<file path="config.mk">
export PLATFORM = sky130hd
export DESIGN_NAME = block_buffer_cache_lru_top
export DESIGN_NICKNAME = d
export VERILOG_FILES = /design/src/rtl/bbc_pkg.sv /design/src/rtl/bbc_tag_cmp.sv /design/src/rtl/block_buffer_cache_lru_top.sv
export SDC_FILE = /design/constraint.sdc
export NUM_CORES = 2
export LEC_CHECK = 0
export BUFFER_PORTS_ARGS = -buffer_cell sky130_fd_sc_hd__buf_4
export CAP_MARGIN = 25
export CELL_PAD_IN_SITES_DETAIL_PLACEMENT = 0
export CELL_PAD_IN_SITES_GLOBAL_PLACEMENT = 2
export CORE_UTILIZATION = 46
export DETAILED_ROUTE_END_ITERATION = 8
export PLACE_DENSITY_LB_ADDON = 0.2
export SYNTH_ARGS = -nofsm -noshare
export SYNTH_HDL_FRONTEND = slang
export SYNTH_HIERARCHICAL = 1
export SYNTH_SLANG_ARGS = --single-unit
</file>
<file path="constraint.sdc">
create_clock -name clk_i -period 5.9 [get_ports clk_i]
set_clock_uncertainty 0.1 [all_clocks]
set_input_delay 0 -clock clk_i [delete_from_list [all_inputs] [get_ports clk_i]]
set_output_delay 0 -clock clk_i [all_outputs]
set_load 0.02 [all_outputs]
</file>
<file path="src/rtl/bbc_pkg.sv">
// ---------------------------------------------------------------------------
// Buffer cache controller package
// Function codes, disk commands and status codes shared by the block.
// ---------------------------------------------------------------------------
package bbc_pkg;

  typedef enum logic [2:0] {
    FN_GET     = 3'd0,
    FN_READ    = 3'd1,
    FN_RELEASE = 3'd2,
    FN_DWRITE  = 3'd3,
    FN_WRITE   = 3'd4,
    FN_FLUSH   = 3'd5
  } func_e;

  typedef enum logic [1:0] {
    DOP_NONE  = 2'd0,
    DOP_READ  = 2'd1,
    DOP_WRITE = 2'd2
  } disk_op_e;

  typedef enum logic [1:0] {
    ST_OK       = 2'd0,
    ST_NO_FREE  = 2'd1,
    ST_BUSY     = 2'd2,
    ST_NOT_HELD = 2'd3
  } status_e;

  localparam int unsigned MaxResults = 16;

endpackage

</file>
<file path="src/rtl/bbc_tag_cmp.sv">
// ---------------------------------------------------------------------------
// Buffer cache tag comparator
// The shared compare unit used by the sequencer for one list entry a cycle.
// ---------------------------------------------------------------------------
module bbc_tag_cmp #(
  parameter int unsigned BlockBits = 24
) (
  input  logic [BlockBits-1:0] tag_i,
  input  logic                 tag_valid_i,
  input  logic [BlockBits-1:0] key_i,
  output logic                 match_o
);

  assign match_o = tag_valid_i && (tag_i == key_i);

endmodule

</file>
<file path="src/rtl/block_buffer_cache_lru_top.sv">
// ---------------------------------------------------------------------------
// Buffer cache tag and replacement controller
// Keeps tags and flags for each buffer, a least-recently-released free list
// and an assignment list; serves get, read, release, dwrite, write and flush.
// ---------------------------------------------------------------------------
// Channel   Direction  Handshake         Payload
// in        input      in_valid/stall    func, block_number, buffer_index
// out       output     out_valid/stall   buffer_index_out .. last
//
// An item is decoded, a lookup or flush then walks the assignment list
// (at most NUM_BUFFERS entries), and each result is then presented on out.
// A lookup that misses and a flush with nothing to write also handle the end
// of the list, and a miss that takes a buffer passes through a grant state.
// Reset leaves every buffer free in index order and no tag.
// An output stall holds the result and the sequencer in place.
module block_buffer_cache_lru_top
  import bbc_pkg::*;
#(
  parameter int unsigned NUM_BUFFERS = 16,
  parameter int unsigned BLOCK_BITS  = 24
) (
  input  logic        clk_i,
  input  logic        rst_ni,
  input  logic        in_valid_i,
  output logic        in_stall_o,
  input  logic [2:0]  func_i,
  input  logic [23:0] block_number_i,
  input  logic [3:0]  buffer_index_i,
  output logic        out_valid_o,
  input  logic        out_stall_i,
  output logic [3:0]  buffer_index_out_o,
  output logic        hit_o,
  output logic [1:0]  disk_op_o,
  output logic [23:0] disk_block_o,
  output logic [1:0]  status_o,
  output logic        last_o
);

  localparam int unsigned IW = $clog2(NUM_BUFFERS + 1);
  localparam int unsigned XW = (NUM_BUFFERS > 1) ? $clog2(NUM_BUFFERS) : 1;
  localparam int unsigned CW = $clog2(NUM_BUFFERS + 1);
  localparam int unsigned KW = $clog2(MaxResults + 1);
  localparam logic [IW-1:0] NIL = IW'(NUM_BUFFERS);

  typedef enum logic [2:0] {
    S_IDLE, S_DECODE, S_WALK, S_GRANT, S_FLUSH, S_OUT
  } state_e;

  state_e state_q;
  logic [2:0] func_q;
  logic [BLOCK_BITS-1:0] key_q;
  logic [3:0] bidx_q;

  logic [BLOCK_BITS-1:0] tag_q [NUM_BUFFERS];
  logic [NUM_BUFFERS-1:0] tv_q, busy_q, dv_q, dirty_q;
  logic [IW-1:0] fnext_q [NUM_BUFFERS];
  logic [IW-1:0] fprev_q [NUM_BUFFERS];
  logic [IW-1:0] fhead_q, ftail_q;
  logic [IW-1:0] anext_q [NUM_BUFFERS];
  logic [IW-1:0] ahead_q;

  logic [IW-1:0] cur_q;
  logic [CW-1:0] cnt_q;
  logic [KW-1:0] kout_q;
  logic          pend_grant_q;

  logic [3:0]  o_idx_q;
  logic        o_hit_q, o_last_q;
  logic [1:0]  o_op_q, o_st_q;
  logic [23:0] o_blk_q;

  logic [XW-1:0] cx;
  logic match;
  assign cx = cur_q[XW-1:0];

  bbc_tag_cmp #(.BlockBits(BLOCK_BITS)) u_cmp (
    .tag_i      (tag_q[cx]),
    .tag_valid_i(tv_q[cx]),
    .key_i      (key_q),
    .match_o    (match)
  );

  assign in_stall_o         = (state_q != S_IDLE);
  assign out_valid_o        = (state_q == S_OUT);
  assign buffer_index_out_o = o_idx_q;
  assign hit_o              = o_hit_q;
  assign disk_op_o          = o_op_q;
  assign disk_block_o       = o_blk_q;
  assign status_o           = o_st_q;
  assign last_o             = o_last_q;

  logic [XW-1:0] bx;
  logic held;
  assign bx   = bidx_q[XW-1:0];
  assign held = ({28'd0, bidx_q} < 32'(NUM_BUFFERS)) && busy_q[bx];

  function automatic logic [23:0] blk24(input logic [BLOCK_BITS-1:0] b);
    logic [31:0] w;
    w = 32'(b);
    return w[23:0];
  endfunction

  always_ff @(posedge clk_i or negedge rst_ni) begin
    logic [IW-1:0] p, n;
    logic [XW-1:0] hx;
    logic [NUM_BUFFERS-1:0] rest;
    if (!rst_ni) begin
      state_q <= S_IDLE;
      tv_q <= '0; busy_q <= '0; dv_q <= '0; dirty_q <= '0;
      for (int i = 0; i < NUM_BUFFERS; i++) begin
        fnext_q[i] <= IW'(i + 1);
        fprev_q[i] <= (i == 0) ? NIL : IW'(i - 1);
        anext_q[i] <= NIL;
      end
      fhead_q <= '0; ftail_q <= IW'(NUM_BUFFERS - 1); ahead_q <= NIL;
      cur_q <= '0; cnt_q <= '0; kout_q <= '0; pend_grant_q <= 1'b0;
      o_idx_q <= '0; o_hit_q <= 1'b0; o_op_q <= '0; o_blk_q <= '0;
      o_st_q <= '0; o_last_q <= 1'b0;
    end else begin
      p = '0; n = '0; hx = '0; rest = '0;
      unique case (state_q)
        S_IDLE: begin
          if (in_valid_i) begin
            func_q <= func_i;
            key_q  <= BLOCK_BITS'(block_number_i);
            bidx_q <= buffer_index_i;
            state_q <= S_DECODE;
          end
        end
        S_DECODE: begin
          o_idx_q <= bidx_q; o_hit_q <= 1'b0; o_op_q <= DOP_NONE;
          o_blk_q <= '0; o_st_q <= ST_OK; o_last_q <= 1'b1;
          cur_q <= ahead_q; cnt_q <= '0; kout_q <= '0;
          unique case (func_q) inside
            FN_GET, FN_READ: state_q <= S_WALK;
            FN_FLUSH: state_q <= S_FLUSH;
            FN_RELEASE, FN_DWRITE: begin
              if (!held) o_st_q <= ST_NOT_HELD;
              else begin
                if (func_q == FN_DWRITE) begin
                  dirty_q[bx] <= 1'b1; dv_q[bx] <= 1'b1;
                end
                busy_q[bx] <= 1'b0;
                fnext_q[bx] <= NIL; fprev_q[bx] <= ftail_q;
                if (ftail_q >= NIL) fhead_q <= IW'(bidx_q);
                else fnext_q[ftail_q[XW-1:0]] <= IW'(bidx_q);
                ftail_q <= IW'(bidx_q);
              end
              state_q <= S_OUT;
            end
            FN_WRITE: begin
              if (!held) o_st_q <= ST_NOT_HELD;
              else begin
                dirty_q[bx] <= 1'b0; dv_q[bx] <= 1'b1;
                o_op_q <= DOP_WRITE; o_blk_q <= blk24(tag_q[bx]);
              end
              state_q <= S_OUT;
            end
            default: begin
              o_idx_q <= '0;
              state_q <= S_OUT;
            end
          endcase
        end
        S_WALK: begin
          if (cur_q >= NIL || cnt_q == CW'(NUM_BUFFERS)) begin
            hx = fhead_q[XW-1:0];
            if (fhead_q >= NIL) begin
              o_idx_q <= '0; o_st_q <= ST_NO_FREE; state_q <= S_OUT;
            end else begin
              p = fprev_q[hx]; n = fnext_q[hx];
              fhead_q <= n;
              if (n >= NIL) ftail_q <= p; else fprev_q[n[XW-1:0]] <= p;
              fnext_q[hx] <= NIL; fprev_q[hx] <= NIL;
              busy_q[hx] <= 1'b1;
              cur_q <= fhead_q;
              if (dirty_q[hx] && tv_q[hx]) begin
                o_idx_q <= 4'(fhead_q); o_op_q <= DOP_WRITE;
                o_blk_q <= blk24(tag_q[hx]); o_last_q <= 1'b0;
                pend_grant_q <= 1'b1;
                state_q <= S_OUT;
              end else state_q <= S_GRANT;
            end
          end else if (match) begin
            o_idx_q <= 4'(cur_q); o_hit_q <= 1'b1;
            if (busy_q[cx]) o_st_q <= ST_BUSY;
            else begin
              p = fprev_q[cx]; n = fnext_q[cx];
              if (p >= NIL) fhead_q <= n; else fnext_q[p[XW-1:0]] <= n;
              if (n >= NIL) ftail_q <= p; else fprev_q[n[XW-1:0]] <= p;
              fnext_q[cx] <= NIL; fprev_q[cx] <= NIL;
              busy_q[cx] <= 1'b1;
              if (func_q == FN_READ && !dv_q[cx]) begin
                dv_q[cx] <= 1'b1; o_op_q <= DOP_READ; o_blk_q <= blk24(key_q);
              end
            end
            state_q <= S_OUT;
          end else begin
            cur_q <= anext_q[cx];
            cnt_q <= cnt_q + 1'b1;
          end
        end
        S_GRANT: begin
          dirty_q[cx] <= 1'b0;
          dv_q[cx] <= (func_q == FN_READ);
          if (!tv_q[cx]) begin
            tv_q[cx] <= 1'b1; anext_q[cx] <= ahead_q; ahead_q <= cur_q;
          end
          tag_q[cx] <= key_q;
          o_idx_q <= 4'(cur_q); o_hit_q <= 1'b0; o_st_q <= ST_OK;
          o_last_q <= 1'b1;
          if (func_q == FN_READ) begin
            o_op_q <= DOP_READ; o_blk_q <= blk24(key_q);
          end else begin
            o_op_q <= DOP_NONE; o_blk_q <= '0;
          end
          state_q <= S_OUT;
        end
        S_FLUSH: begin
          if (cur_q >= NIL || cnt_q == CW'(NUM_BUFFERS)
              || kout_q == KW'(MaxResults)) begin
            if (kout_q == '0) begin
              o_idx_q <= '0; o_op_q <= DOP_NONE; o_blk_q <= '0;
              o_last_q <= 1'b1; state_q <= S_OUT;
            end else state_q <= S_IDLE;
          end else begin
            cur_q <= anext_q[cx];
            cnt_q <= cnt_q + 1'b1;
            if (dirty_q[cx] && tv_q[cx]) begin
              rest = dirty_q & tv_q & ~(NUM_BUFFERS'(1) << cx);
              dirty_q[cx] <= 1'b0; dv_q[cx] <= 1'b1;
              o_idx_q <= 4'(cur_q); o_op_q <= DOP_WRITE;
              o_blk_q <= blk24(tag_q[cx]);
              o_last_q <= (rest == '0) || (kout_q == KW'(MaxResults - 1));
              kout_q <= kout_q + 1'b1;
              state_q <= S_OUT;
            end
          end
        end
        S_OUT: begin
          if (!out_stall_i) begin
            if (pend_grant_q) begin
              pend_grant_q <= 1'b0; state_q <= S_GRANT;
            end else if (func_q == FN_FLUSH && !o_last_q) begin
              state_q <= S_FLUSH;
            end else state_q <= S_IDLE;
          end
        end
        default: state_q <= S_IDLE;
      endcase
    end
  end

endmodule

</file>
==> impl_results.md <==
- Clock transition at path regs: 0.06 ns
- Top Family by Delay on Critical Path: simple AND/OR/NAND/NOR gates
- Cells after Synth: 3,653
- Reg2reg path depth: 14
- Hold Path Depth: 3
- Final wirelength: 196 mm
- Die ar.: 104,000 um2
- Max-Cap Viols: 0
- Synthesized area per cell: 13.0 um2
- Worst-Skew Late Latency: 0.71 ns
- Synth top area cells: edfxtp_1, mux4_2, dfrtp_1, dfstp_2, mux2_2
- CP cell instances: buf_12 -> mux4_2 -> mux4_2 -> xor2_1 -> nor4_1 -> nand3_1 -> nor4_4 -> buf_4 -> inv_1 -> o21a_1 -> or3_4 -> a21oi_2 -> o221ai_2 -> a221o_1
- Synthesis-to-finish area growth: 14.7%
- Placed cells: 4,985
- Crit. path cell count: 14
- Final worst slack: 0.0701 ns
- Fin crit share: 0.988
- Crit Path Class: reg -> reg
- Initial antenna violation count: 4
- Pwr per Cell Area: 412 nW/um2
- CP bufs+invs: 3
- Crit path DAT: 6.29 ns
- Clock Sinks: 791
- Internal power: 13.6 mW
- # DRC: 0
- Synth top area share: 0.263
- Seq/Total Area, Yosys: 0.464
- # nets final: 3,819
- Layout cell share with drive strength beyond 1: 0.325
- Drt wl/cell: 37.4 um
- Largest stage delay on the critical path: 0.57 ns
- Run status: finished clean
- RSZ-0062 raised after global routing: false
- Fin. Hold Viols: 0
- CTS tree: built
- Clk pwr share: 0.279
- Vias in the first global route: 38,400
- Dpl ws: 0.0941 ns
- Synth Register Bits: 791
- Post-route ant nets: 0
- Count of non-filler cells in the finished layout: 5,227
- Critical path launch point type: flop
- CTS Root Cell: clkbuf_16
- Post-synth EDFFs: 415
- Reg power frac: 0.336
- Via density: 7.35
- Worst Hold Class: in -> reg
- Hpwl dp: 132 mm
- TNS Setup: 0 ns
- First-pass GRT wire length: 280 mm
- Number of top-level pins: 71
- Leak: 18.8 nW
- Rel. slew slack: 0.190
- CTS max path bufs: 3
- # fillers: 8,539
- Synth area leader: edfxtp_1
- Drt initial violations: 5,267
- Maximum fanout along the worst path: 50
- CP dominant cell by count: mux4_2
- Die Span X: 323 um
- Row count: 117
- Fin. max-slew vios: 0
- VDD IR max: 0.336 mV
- H-tree Lvls: 3
- Fmax: 172 MHz
- Main synth FF type: edfxtp_1
- Netlist cell types: 98
- Drt pass-1 iters: 6
- CTS buffer count: 89
- Ys Warns: 6
- Initial cell density of the core: 0.465
- Comb power frac: 0.384
- Final core utilization: 0.533
- Synth async-reset ratio: 0.470
- Slew @ Worst Pin: 1.21 ns
- Min Tclk post-route: 5.83 ns
- Net count after synthesis: 3,693
- Req. time, crit path: 6.36 ns
- Core area: 102,000 um2
- Final setup violating endpoints: 0
- GRT overflow: 0
- DP Area: 50,300 um2
- Synth Cell Area: 47,400 um2
- Die Ht: 323 um
- PortBufs: 70
- Switch Pwr: 8.85 mW
- Setup Fix Bufs, Post-CTS: 0
- Net Sw Frac: 0.395
- Via count: 38,400
- Worst setup EP type: flop
- Placer Congestion: 1.03
- CP max-delay cell: nor4_1
- Final instance area: 54,300 um2
- GRT Total Usage: 0.377
- Largest net degree at the start of global routing: 103
==> synthesized netlist by cell type, types with 28 or more instances <==
cell type  number
o221ai_1       40
nor2_1        304
mux2i_1        42
a22o_1         44
clkbuf_1      203
nor4_1         36
a221o_1        94
nand4_1        49
edfxtp_1      415
dfrtp_1       289
nor3_1         38
a21oi_1       147
buf_1          32
mux2_2        127
a211oi_1       28
a31oi_1        58
nand2_1       298
o21ai_0       213
nand3_1       106
mux4_2        495
dfstp_2        83
buf_2          60
==> tightest hold or removal path: cells and delay by family <==
kind | cells | cell delay (ns)
buf+inv | 2 | 0.65
compound gates | 1 | 0.13
==> per-layer routing <==
layer,share of wire,wire (um),global-route usage
met5,0,0,0.00231
met4,0.066,13000,0.210
met3,0.11,21600,0.0969
met2,0.45,88000,0.571
met1,0.37,73200,0.496
==> power groups by stage <==
stage / registers [mW] / logic, mW / clock network (mW)
4_1_cts: 7.49 / 8.36 / 6.33
2_1_floorplan: 7.04 / 5.56 / 0
3_3_place_gp: 7.55 / 8.21 / 0
5_1_grt: 7.60 / 8.90 / 6.52
6_report: 7.53 / 8.61 / 6.26
3_5_place_dp: 7.58 / 8.30 / 0
==> layout by cell type (no fill, tap or decap), drive strengths merged, types with 31 or more instances in the layout <==
master and instances:
a21oi 152, a221o 94, a22o 44, a31oi 58
buf 276, clkbuf 113, clkinv 31, dfrtp 289
dfstp 83, dlygate4sd3 66, edfxtp 415, mux2 134
mux2i 42, mux4 498, nand2 298, nand3 107
nand4 50, nor2 308, nor3 50, nor4 45
o21ai 235, o221ai 41
==> logic make-up (layout without fill, tap and decap cells) <==
family | Yosys count | in the layout | share of synthesized area
AO/OA/AOI/OAI | 851 | 851 | 0.125
multiplexers | 674 | 674 | 0.278
XOR/XNOR | 28 | 28 | 0.00518
other | 0 | 3 | 0
adder cells (fa/ha/maj) | 5 | 5 | 0.00132
buffers and inverters | 328 | 531 | 0.0292
flip-flops | 791 | 791 | 0.464
AND/OR/NAND/NOR | 976 | 976 | 0.0979
==> what timing repair did <==
item	4_1_cts	5_1_grt
resized for setup	0	1
hold buffers	67	0
endpoints found under the hold margin	183	0
endpoints found under the setup margin	0	5
==> sequential cells by signal, summed over array words and instances (netlist names), 5 cells and up, named ones only <==
register      flops
tag_q           384
anext_q          80
fnext_q          80
fprev_q          80
disk_block_o     24
key_q            24
busy_q           16
dv_q             16
tv_q             16
ahead_q           5
cnt_q             5
cur_q             5
fhead_q           5
ftail_q           5
kout_q            5
==> area by class of cell <==
type                    count  area [um2]  area share
inverters                  19        71.3     0.00131
diodes                      3        7.51    0.000138
clock buffers             111        2450      0.0451
multi-input cells        2534       24300       0.447
clock inverters            57         858      0.0158
flip-flops and latches    791       22000       0.405
repair buffers            344        2960      0.0545
well taps                1368        1710      0.0315
==> path summary, 6_finish.rpt <==
path,start,endpoint,slack (ns)
worst max-delay path,cur_q[0]$_DFFE_PN0P_,fnext_q[36]$_DFFE_PN0P_,0.07
worst min-delay path,out_stall_i,pend_grant_q$_DFFE_PN0P_,0.02
worst max register to register,cur_q[0]$_DFFE_PN0P_,fnext_q[36]$_DFFE_PN0P_,0.07
worst min register to register,anext_q[25]$_DFFE_PN0P_,anext_q[25]$_DFFE_PN0P_,0.40
max in group asynchronous,rst_ni,cur_q[3]$_DFFE_PN0P_,3.30
min in group asynchronous,rst_ni,fprev_q[3]$_DFFE_PN1P_,0.54
==> through the flow <==
step / hold WS, ns / total power, mW
2_1_floorplan: -0.396 / 12.6
3_3_place_gp: -0.108 / 15.8
3_5_place_dp: -0.100 / 15.9
4_1_cts: 0.00104 / 22.2
5_1_grt: 0.0371 / 23.0
6_report: 0.0249 / 22.4
Power figures use the tool's default switching activity.
